$ cat config.mk
export PLATFORM = sky130hd
export DESIGN_NAME = pulse_width_symbol_decoder_core
export DESIGN_NICKNAME = d
export VERILOG_FILES = /design/src/hdl/pwsd_pkg.sv /design/src/hdl/pulse_width_symbol_decoder_core.sv
export VERILOG_INCLUDE_DIRS = /design/src /design/src/hdl
export SDC_FILE = /design/constraint.sdc
export NUM_CORES = 1
export LEC_CHECK = 0
export BUFFER_PORTS_ARGS = -buffer_cell sky130_fd_sc_hd__buf_2
export CORE_ASPECT_RATIO = 1.2
export CORE_MARGIN = 2
export CORE_UTILIZATION = 30
export DETAILED_ROUTE_END_ITERATION = 6
export GPL_TIMING_DRIVEN = 0
export PLACE_DENSITY = 0.56
export SLEW_MARGIN = 20
export SYNTH_ARGS = -nofsm -noshare
export SYNTH_HDL_FRONTEND = slang
export SYNTH_SLANG_ARGS = --single-unit
$ cat constraint.sdc
create_clock -name clk -period 5.3 [get_ports clk]
set_input_delay 1.06 -clock clk [delete_from_list [all_inputs] [get_ports clk]]
set_output_delay 1.06 -clock clk [all_outputs]
set_load 0.02 [all_outputs]
$ cat src/hdl/pulse_width_symbol_decoder_core_defines.svh
// assertion macros for the pulse width symbol decoder
// needs clk and rst_n in the scope where a macro is used
`ifndef PULSE_WIDTH_SYMBOL_DECODER_CORE_DEFINES_SVH
`define PULSE_WIDTH_SYMBOL_DECODER_CORE_DEFINES_SVH

// same-cycle implication
`define PWSD_ASSERT_NOW(lbl, ante, cons, msg) \
    lbl: assert property (@(posedge clk) disable iff (!rst_n) (ante) |-> (cons)) \
        else $error(msg);

// next-cycle implication
`define PWSD_ASSERT_NEXT(lbl, ante, cons, msg) \
    lbl: assert property (@(posedge clk) disable iff (!rst_n) (ante) |=> (cons)) \
        else $error(msg);

`endif

$ cat src/hdl/pwsd_pkg.sv
// constants for the pulse width symbol decoder
// no dependencies
`timescale 1ns / 1ps

package pwsd_pkg;

    localparam int CNT_W    = 32;
    localparam int CFG_W    = 16;
    localparam int CFG_IDX_W = 2;
    localparam int SAMPLE_W = 17;
    localparam int SYM_W    = 8;
    localparam int REM_W    = 25;
    localparam int DEN_W    = 24;

    localparam logic [CFG_IDX_W-1:0] CFG_THRESHOLD = 2'd0;
    localparam logic [CFG_IDX_W-1:0] CFG_BIT_SAMPLES = 2'd1;
    localparam logic [CFG_IDX_W-1:0] CFG_GAP_STOP = 2'd2;

    localparam logic [CFG_W-1:0] THRESHOLD_RST = 16'd50;
    localparam logic [CFG_W-1:0] BIT_SAMPLES_RST = 16'd100;
    localparam logic [CFG_W-1:0] GAP_STOP_RST = 16'd100;

    localparam logic [SYM_W-1:0] SYM_MIN = 8'd32;
    localparam logic [CNT_W-1:0] CNT_MAX = 32'hFFFF_FFFF;

endpackage

$ cat src/hdl/pulse_width_symbol_decoder_core.sv
// pulse width symbol decoder: burst length to symbol, shared restoring divider
// depends on pwsd_pkg and pulse_width_symbol_decoder_core_defines.svh
`timescale 1ns / 1ps
`include "pulse_width_symbol_decoder_core_defines.svh"
//
// usage
// - input channel in_valid/in_ready carries one envelope_level word per sample
// - output channel out_valid/out_ready carries one symbol_value word per burst
//   that decodes into 32..255; other bursts end silently
// - cfg channel cfg_valid/cfg_ready writes threshold, bit_samples, gap stop
//   by cfg_index; cfg_ready is always high, write only while the block is idle
// - a sample that does not end a burst leaves in_ready high
// - a sample that ends a burst runs length adjust, range check and eight
//   steps of one shared compare/subtract unit, then the done state: out_valid
//   rises as the sequencer leaves the done state and in_ready returns with it
// - a burst dropped as too short never leaves idle, one whose quotient reaches
//   256 returns from the range check, one below 32 runs the full sequence
// - if out_ready is low when the next symbol is done, the sequencer waits in
//   its last state with in_ready low until the pending word is taken
// - reset clears counters, sequencer and output valid and loads register
//   defaults 50 / 100 / 100
//
module pulse_width_symbol_decoder_core (
    input  logic                              clk,
    input  logic                              rst_n,
    input  logic                              cfg_valid,
    output logic                              cfg_ready,
    input  logic [pwsd_pkg::CFG_IDX_W-1:0]    cfg_index,
    input  logic [pwsd_pkg::CFG_W-1:0]        cfg_data,
    input  logic                              in_valid,
    output logic                              in_ready,
    input  logic signed [pwsd_pkg::SAMPLE_W-1:0] envelope_level,
    output logic                              out_valid,
    input  logic                              out_ready,
    output logic [pwsd_pkg::SYM_W-1:0]        symbol_value
);
    import pwsd_pkg::*;

    localparam logic [2:0] ST_IDLE  = 3'd0;
    localparam logic [2:0] ST_ADJ   = 3'd1;
    localparam logic [2:0] ST_CHECK = 3'd2;
    localparam logic [2:0] ST_DIV   = 3'd3;
    localparam logic [2:0] ST_DONE  = 3'd4;

    logic [2:0]        state_reg, state_next;
    logic [CFG_W-1:0]  thr_reg, bs_reg, gs_reg;
    logic [CNT_W-1:0]  burst_reg, burst_next;
    logic [CFG_W-1:0]  gap_reg, gap_next;
    logic [CNT_W-1:0]  len_reg, len_next;
    logic [REM_W-1:0]  rem_reg, rem_next;
    logic [DEN_W-1:0]  den_reg, den_next;
    logic [SYM_W-1:0]  quo_reg, quo_next;
    logic [2:0]        step_reg, step_next;
    logic              out_valid_reg, out_valid_next;
    logic [SYM_W-1:0]  sym_reg, sym_next;

    logic              accept;
    logic              high;
    logic [CNT_W-1:0]  burst_inc;
    logic [CFG_W:0]    gap_inc;
    logic [CFG_W:0]    min_len;
    logic [CNT_W+1:0]  num;
    logic [CNT_W+1:0]  limit;
    logic [REM_W:0]    trial;

    assign cfg_ready = 1'b1;
    assign in_ready  = (state_reg == ST_IDLE);
    assign out_valid = out_valid_reg;
    assign symbol_value = sym_reg;
    assign accept = in_valid && in_ready;

    assign high = !envelope_level[SAMPLE_W-1]
        && (envelope_level[SAMPLE_W-2:0] >= thr_reg);
    assign burst_inc = (burst_reg == CNT_MAX) ? burst_reg : burst_reg + 32'd1;
    assign gap_inc = {1'b0, gap_reg} + 17'd1;
    assign min_len = ({1'b0, bs_reg} + 17'd1) >> 1;
    assign num = {1'b0, len_reg, 1'b0} + {18'd0, bs_reg};
    assign limit = {9'd0, bs_reg, 9'd0};
    assign trial = {1'b0, rem_reg} - {2'b00, den_reg};

    // config registers
    always_ff @(posedge clk or negedge rst_n)
    begin
        if (!rst_n)
        begin
            thr_reg <= THRESHOLD_RST;
            bs_reg  <= BIT_SAMPLES_RST;
            gs_reg  <= GAP_STOP_RST;
        end
        else if (cfg_valid && cfg_ready)
        begin
            unique case (cfg_index)
                CFG_THRESHOLD:   thr_reg <= cfg_data;
                CFG_BIT_SAMPLES: bs_reg  <= cfg_data;
                CFG_GAP_STOP:    gs_reg  <= cfg_data;
                default:         ;
            endcase
        end
    end

    always_comb
    begin
        state_next     = state_reg;
        burst_next     = burst_reg;
        gap_next       = gap_reg;
        len_next       = len_reg;
        rem_next       = rem_reg;
        den_next       = den_reg;
        quo_next       = quo_reg;
        step_next      = step_reg;
        sym_next       = sym_reg;
        out_valid_next = out_valid_reg && !out_ready;

        unique case (state_reg)
            ST_IDLE:
            begin
                if (accept)
                begin
                    if (burst_reg == '0)
                    begin
                        if (high)
                            burst_next = 32'd1;
                    end
                    else if (high)
                    begin
                        burst_next = burst_inc;
                        gap_next   = '0;
                    end
                    else if (gap_inc >= {1'b0, gs_reg})
                    begin
                        // burst ends
                        burst_next = '0;
                        gap_next   = '0;
                        len_next   = burst_inc;
                        if (burst_inc >= {15'd0, min_len})
                            state_next = ST_ADJ;
                    end
                    else
                    begin
                        burst_next = burst_inc;
                        gap_next   = gap_inc[CFG_W-1:0];
                    end
                end
            end
            ST_ADJ:
            begin
                len_next = (len_reg >= {16'd0, gs_reg})
                    ? len_reg - {16'd0, gs_reg} : '0;
                state_next = ST_CHECK;
            end
            ST_CHECK:
            begin
                // quotient of 256 or more, or zero divisor
                if (num >= limit)
                    state_next = ST_IDLE;
                else
                begin
                    rem_next   = num[REM_W-1:0];
                    den_next   = {bs_reg, 8'd0};
                    quo_next   = '0;
                    step_next  = 3'd7;
                    state_next = ST_DIV;
                end
            end
            ST_DIV:
            begin
                if (!trial[REM_W])
                begin
                    rem_next = trial[REM_W-1:0];
                    quo_next = {quo_reg[SYM_W-2:0], 1'b1};
                end
                else
                    quo_next = {quo_reg[SYM_W-2:0], 1'b0};
                den_next  = den_reg >> 1;
                step_next = step_reg - 3'd1;
                if (step_reg == 3'd0)
                    state_next = ST_DONE;
            end
            ST_DONE:
            begin
                if (!out_valid_reg || out_ready)
                begin
                    if (quo_reg >= SYM_MIN)
                    begin
                        sym_next       = quo_reg;
                        out_valid_next = 1'b1;
                    end
                    state_next = ST_IDLE;
                end
            end
            default:
                state_next = ST_IDLE;
        endcase
    end

    always_ff @(posedge clk or negedge rst_n)
    begin
        if (!rst_n)
        begin
            state_reg     <= ST_IDLE;
            burst_reg     <= '0;
            gap_reg       <= '0;
            out_valid_reg <= 1'b0;
        end
        else
        begin
            state_reg     <= state_next;
            burst_reg     <= burst_next;
            gap_reg       <= gap_next;
            out_valid_reg <= out_valid_next;
        end
    end

    // datapath, no reset
    always_ff @(posedge clk)
    begin
        len_reg  <= len_next;
        rem_reg  <= rem_next;
        den_reg  <= den_next;
        quo_reg  <= quo_next;
        step_reg <= step_next;
        sym_reg  <= sym_next;
    end

    `PWSD_ASSERT_NOW(a_sym_range, out_valid, symbol_value >= SYM_MIN, "symbol below range")
    `PWSD_ASSERT_NEXT(a_idle_no_end, accept && (burst_reg == '0), state_reg == ST_IDLE,
        "burst ended while none was active")
    `PWSD_ASSERT_NOW(a_div_rem, state_reg == ST_DIV,
        {1'b0, rem_reg} < {1'b0, den_reg, 1'b0}, "divider remainder out of bound")
    `PWSD_ASSERT_NOW(a_gap_in_burst, gap_reg != '0, burst_reg != '0,
        "gap counted outside a burst")

endmodule

==> out/metrics.yaml, run 1 <==
global_route:
  grt_max_degree: 74
  grt_overflow: 0
  grt_pass1_vias: 12010
  grt_usage: 0.1667
  grt_pass1_wl_um: 65400
  antenna_found_initial: 0
synthesis:
  async_flop_share: 0.5000
  ys.flop_type: "edfxtp_1"
  ys_ff_latch: 200
  ys_types: 84
  ys_warn_count: 0
  synth_edf_count: 100
  syn_inst: 1596
  yosysSeqAreaShare: 0.3748
  postSynthAreaPerCell_sq_um: 9.223
  synth_nets: 1764
  mappedNetlistArea_sq_um: 14720
cells_and_area:
  nFillCells: 5031
  nNetsFinal: 1852
  fin_cells: 2327
  layout-drive-gt1-share: 0.1308
  post-route-util: 0.3481
  final_common_cell: "nand2_1"
  area_growth_pct: 14.03
  n_antenna_cell: 0
  final_cell_mix: "153 x nand2_1, 125 x ha_1, 114 x inv_1"
sta:
  tns_ns: 0
  maxSlewViolCount: 0
  fmax_mhz: 196.1
  period_needed_ns: 5.101
  finalCritPeriodShare: 0.9624
  max_slew_margin: 0.2572
  finalSetupViolations: 0
  fin_worst_skew_ns: 0.01482
  hold_viol_final: 0
  tightest_slew_ns: 1.114
worst_setup_path:
  r2r_setup_slack_ns: 0.20
  crit_fanout: 9
  path_class: "reg -> reg"
  cp-end-kind: "flip-flop"
  cp_data_required_time_ns: 5.55
  reg2reg_from: "bs_reg[13]$_DFFE_PN0P_"
  arrival_ns: 5.35
  worstRegToRegCells: 19
  worstReg2RegEnd: "den_reg[0]$_SDFFCE_PN0P_"
  start_kind: "flip-flop"
route:
  drt-initial-drc-count: 754
  drc: 0
  wire_per_inst_um: 18.06
  vias: 12280
  vias_per_cell: 5.275
  antenna_left: 0
  wl_um: 42020
  dr.pass1.iters: 7
clock_tree:
  clk_latency_ns: 0.48
  cts-root-buf: "clkbuf_16"
  numCtsBuffers: 17
  cts.sinks: 200
  cts_tree: "yes"
  htreeDepth: 4
  clock_path_buffers: 2
  cts_hold_buf: 0
  clkTransAtPathRegs_ns: 0.08
pwr:
  p_clk_frac: 0.307
  ir_drop_uv: 251.0
  p_per_area_nw_per_um2: 270.0
  combPwrFrac: 0.279
  p_leak_nw: 7.259
  power.internal_mw: 2.911
  power_mw: 4.532
  switching_share: 0.3576
  sequentialPowerShare: 0.414
  p_sw_mw: 1.621
floorplan:
  die_width_um: 206.2
  initial_core_util: 0.3052
  fp.dieArea_sq_um: 50860
  core_area_sq_um: 48230
  rows: 88
  ios: 51
  fp.dieH_um: 246.7
status:
  status: "completed"
placement:
  post-dp-hpwl_um: 33330
  gp_congestion: 0.9958
  io_buffers: 49
  dpl.cell_count: 2278
hold_path:
  worstHoldPathType: "in -> async"
run:
  max_cap_violations: 0
-- what timing repair did --
item	CTS	global route
buffers inserted	5	9
hold endpoints to repair	0	0
resized for setup	15	14
gates cloned	1	2
pin swaps	6	9
endpoints found under the setup margin	62	55
-- per-layer routing --
layer	global-route usage	vias to the layer above	wire, um
li1	-	5999	-
met1	0.2025	5951	18200
met2	0.2907	252	20770
met3	0.02109	74	1313
met4	0.07899	0	1735
met5	0	-	0
-- logic make-up after synthesis --
group                    after synthesis  synth area share
AND/OR/NAND/NOR                      531            0.1879
AO/OA/AOI/OAI                        389            0.1703
flip-flops                           200            0.3748
buffers and inverters                182           0.05066
adder cells (fa/ha/maj)              128            0.1103
XOR/XNOR                             116           0.06902
multiplexers                          49           0.03672
other                                  1         0.0002547
-- how the worst max path moves through the flow --
stage          cells past startpoint                    from                   endpoint
3_3_place_gp                      19   bs_reg[2]$_DFFE_PN1P_  step_reg[0]$_SDFFCE_PN1P_
4_1_cts                           21   bs_reg[2]$_DFFE_PN1P_       den_reg[9]$_DFFE_PP_
6_report                          19  bs_reg[13]$_DFFE_PN0P_   den_reg[0]$_SDFFCE_PN0P_
3_5_place_dp                      19   bs_reg[2]$_DFFE_PN1P_       rem_reg[5]$_DFFE_PP_
2_1_floorplan                     16   bs_reg[7]$_DFFE_PN0P_   den_reg[0]$_SDFFCE_PN0P_
5_1_grt                           21  bs_reg[13]$_DFFE_PN0P_      den_reg[17]$_DFFE_PP_
-- power groups by stage --
stage	clock network (mW)	logic [mW]	registers, mW
global route	1.47	1.42	1.89
detailed placement	0	1.22	1.91
CTS	1.42	1.24	1.88
finish	1.39	1.26	1.88
floorplan	0	0.858	1.86
global placement	0	1.19	1.91
-- Yosys cell counts (all sizes together) (24+ instances only) --
| cell | n | share of area |
|---|---|---|
| nand2 | 156 | 0.040 |
| clkbuf | 44 | 0.013 |
| xnor2 | 67 | 0.040 |
| a21o | 38 | 0.019 |
| nor2 | 89 | 0.023 |
| inv | 115 | 0.029 |
| o31ai | 25 | 0.013 |
| edfxtp | 100 | 0.20 |
| nor3 | 31 | 0.011 |
| xor2 | 49 | 0.029 |
| o21ai | 114 | 0.039 |
| nand4 | 33 | 0.016 |
| ha | 125 | 0.11 |
| nand3 | 60 | 0.021 |
| dfrtp | 91 | 0.15 |
| mux2 | 37 | 0.029 |
| a21oi | 82 | 0.028 |
| and3 | 24 | 0.010 |
-- critical path, stage by stage, from the launching register on --
cell	delay, ns
dfrtp_1	0.48
ha_1	0.32
clkbuf_1	0.24
nand3_1	0.14
or2_2	0.37
o31ai_4	0.40
nand4_1	0.16
xnor2_1	0.19
ha_1	0.34
nand4_1	0.18
nor4_4	0.40
nand3_1	0.12
or3_1	0.37
nor4_4	0.26
buf_4	0.18
a2111oi_1	0.06
nand4_1	0.11
buf_6	0.17
nand2_8	0.12
clkbuf_16	0.25
-- area by class of cell --
type / instances / area [sq um] / share of cell area
buffer: 67 / 314.1 / 0.01871
clock buffer: 17 / 425.4 / 0.02534
clock inverter: 15 / 185.2 / 0.01103
inverter: 115 / 431.7 / 0.02572
multi-input combinational: 1214 / 8598 / 0.5122
sequential: 200 / 5518 / 0.3287
tap: 630 / 788.3 / 0.04696
timing repair buffer: 69 / 525.5 / 0.03131
-- metrics by stage --
step	setup WS, ns	instance area [sq um]	hold WS, ns
after floorplan	0.2051	14720	0.4174
after global placement	-2.029	15750	0.4297
after detailed placement	-1.384	15840	0.4339
after CTS	0.007865	16600	0.4401
after global routing	-0.003854	16790	0.4495
final	0.1994	16790	0.4374
No activity file was read; power rests on OpenSTA's default activity.
==> run 2, diff against run 1 <==
--- a/config.mk
+++ b/config.mk
@@ -12,7 +12,7 @@
 export CORE_UTILIZATION = 30
 export DETAILED_ROUTE_END_ITERATION = 6
 export GPL_TIMING_DRIVEN = 0
-export PLACE_DENSITY = 0.56
+export PLACE_DENSITY = 0.54
 export SLEW_MARGIN = 20
 export SYNTH_ARGS = -nofsm -noshare
 export SYNTH_HDL_FRONTEND = slang
==> constraint.sdc (replaced) <==
create_clock -name clk -period 6.34 [get_ports clk]
set_input_delay 1.268 -clock clk [delete_from_list [all_inputs] [get_ports clk]]
set_output_delay 1.268 -clock clk [all_outputs]
set_load 0.02 [all_outputs]
==> run 2 against run 1 <==
Critical path depth up 1. Maximum frequency down 15%. Worst hold slack better by 0.022 ns. Clock power down 17%. Critical endpoint is now step_reg[1]$_SDFFCE_PN1P_. Design area down 1.8%.
==> out/metrics.yaml, run 2 (synthesis results as in run 1) <==
floorplan:
  die_width_um: 206.2  # unchanged
  rows: 88  # unchanged
  core_area_sq_um: 48230  # unchanged
  initial_core_util: 0.3052  # unchanged
  fp.dieArea_sq_um: 50860  # unchanged
  ios: 51  # unchanged
  fp.dieH_um: 246.7  # unchanged
route:
  vias_per_cell: 5.254  # -0.41%
  drc: 0  # unchanged
  antenna_left: 0  # unchanged
  wire_per_inst_um: 18.47  # +2.3%
  drt-initial-drc-count: 809  # +7.3%
  dr.pass1.iters: 5  # -2
  wl_um: 42670  # +1.6%
  vias: 12140  # -1.1%
sta:
  tightest_slew_ns: 1.016  # -0.09801 ns
  whs_ns: 0.4598  # +0.02241 ns
  finalCritPeriodShare: 0.9455  # -0.01689
  max_slew_margin: 0.3226  # +0.06534
  fin_worst_skew_ns: 0.01334  # -0.001475 ns
  grt_setup_unrepaired: "no"
  period_needed_ns: 5.994  # +0.8938 ns
  fmax_mhz: 166.8  # -15%
  maxSlewViolCount: 0  # unchanged
  finalSetupViolations: 0  # unchanged
  worst_slack_ns: 0.3456  # +0.1462 ns
  hold_viol_final: 0  # unchanged
  tns_ns: 0  # unchanged
clock_tree:
  cts_tree: "yes"
  cts-root-buf: "clkbuf_16"
  htreeDepth: 4  # unchanged
  cts.sinks: 200  # unchanged
  post_cts_buffers: 0  # -5
  clkTransAtPathRegs_ns: 0.08  # about the same
  cts_hold_buf: 0  # unchanged
  numCtsBuffers: 17  # unchanged
  clk_latency_ns: 0.47  # about the same
  clock_path_buffers: 2  # unchanged
hold_path:
  worstHoldPathType: "reg -> reg"
global_route:
  grt_pass1_vias: 11890  # -1.0%
  grt_overflow: 0  # unchanged
  grt_max_degree: 62  # -16%
  grt_pass1_wl_um: 67080  # +2.6%
  antenna_found_initial: 0  # unchanged
  grt_usage: 0.1720  # +0.005323
cells_and_area:
  final_cell_mix: "153 x nand2_1, 125 x ha_1, 115 x inv_1"
  nFillCells: 5027  # -0.080%
  multi_input_area_sq_um: 8494  # -1.2%
  final_area_sq_um: 16480  # -1.8%
  nNetsFinal: 1835  # -0.92%
  n_antenna_cell: 0  # unchanged
  final_common_cell: "nand2_1"
  seq_area_sq_um: 5517  # about the same
  area_growth_pct: 11.93
  layout-drive-gt1-share: 0.1155  # -0.01534
worst_setup_path:
  arrival_ns: 6.21  # +0.86 ns
  cp_data_required_time_ns: 6.56  # +1.01 ns
  path_class: "reg -> reg"
  crit_fanout: 28  # +19
  cp-end-kind: "flip-flop"
  start_kind: "flip-flop"
placement:
  post-dp-hpwl_um: 33870  # +1.6%
  place_area_sq_um: 15850  # about the same
  place_ws_ns: -0.2956  # +1.088 ns
  io_buffers: 49  # unchanged
  gp_congestion: 0.9492  # -4.7%
pwr:
  p_leak_nw: 7.126  # -1.8%
  ir_drop_uv: 191.7  # -24%
  p_per_area_nw_per_um2: 228.6  # -15%
  power_mw: 3.767  # -17%
run:
  max_cap_violations: 0  # unchanged
status:
  status: "completed"
==> run 2: stage by stage <==
stage	cells	utilization
6_report	2310	0.3417
5_1_grt	2310	0.3417
4_1_cts	2310	0.3414
3_5_place_dp	2278	0.3286
3_3_place_gp	2275	0.3267
2_1_floorplan	1596	-
==> run 2: cell type report <==
cell class	instances	share of cell area
multi-input cells	1214	0.5155
flip-flops and latches	200	0.3348
well taps	630	0.04784
inverters	115	0.02620
clock buffers	17	0.02582
repair buffers	52	0.01982
plain buffers	67	0.01906
clock inverters	15	0.01093
==> run 2: repair_timing <==
action / in CTS / in global routing
pin swaps: 0 / 0
cloned: 0 / 0
endpoints found under the setup margin: 53 / 28
resized for setup: 2 / 1
==> run 2: final timing paths <==
| kind | startpoint | to | slack, ns | cells past startpoint |
|---|---|---|---|---|
| min reg2reg | quo_reg[3]$_SDFFCE_PN0P_ | symbol_value[3]$_DFFE_PP_ | 0.46 | 0 |
| max in group asynchronous | rst_n | burst_reg[27]$_DFFE_PN0P_ | 4.97 | 2 |
| min | quo_reg[3]$_SDFFCE_PN0P_ | symbol_value[3]$_DFFE_PP_ | 0.46 | 0 |
| max reg2reg | bs_reg[2]$_DFFE_PN1P_ | step_reg[1]$_SDFFCE_PN1P_ | 0.35 | 20 |
| min in group asynchronous | rst_n | out_valid$_DFF_PN0_ | 0.70 | 1 |
| max | bs_reg[2]$_DFFE_PN1P_ | step_reg[1]$_SDFFCE_PN1P_ | 0.35 | 20 |
==> run 2: per-layer routing <==
layer | vias up | track usage | routed length, um
li1 | 5951 | - | -
met1 | 5865 | 0.2191 | 18950
met2 | 257 | 0.2962 | 20970
met3 | 63 | 0.01924 | 1368
met4 | 0 | 0.06744 | 1383
met5 | - | 0 | 0
==> run 2: critical path, stage by stage, from the launching register on <==
cell	delay [ns]
dfstp_2	0.61
inv_1	0.16
fa_1	0.47
nand2b_1	0.17
a21oi_1	0.26
o211ai_1	0.24
a21oi_1	0.24
o21ai_0	0.12
a21boi_0	0.29
mux2i_1	0.25
o211ai_1	0.12
ha_1	0.29
nand3_1	0.08
nor4_1	0.56
nand3_1	0.12
or3_1	0.37
nor4_4	0.31
a2111oi_0	0.12
nand4_1	0.37
nand2_2	0.28
buf_12	0.27
==> run 2: power breakdown <==
group	total [mW]	leakage [nW]	switching, mW	internal (mW)
Combinational	1.04	4.63	0.638	0.403
Sequential	1.57	2.21	0.0952	1.47
Clock	1.16	0.294	0.591	0.565
Total	3.77	7.13	1.32	2.44
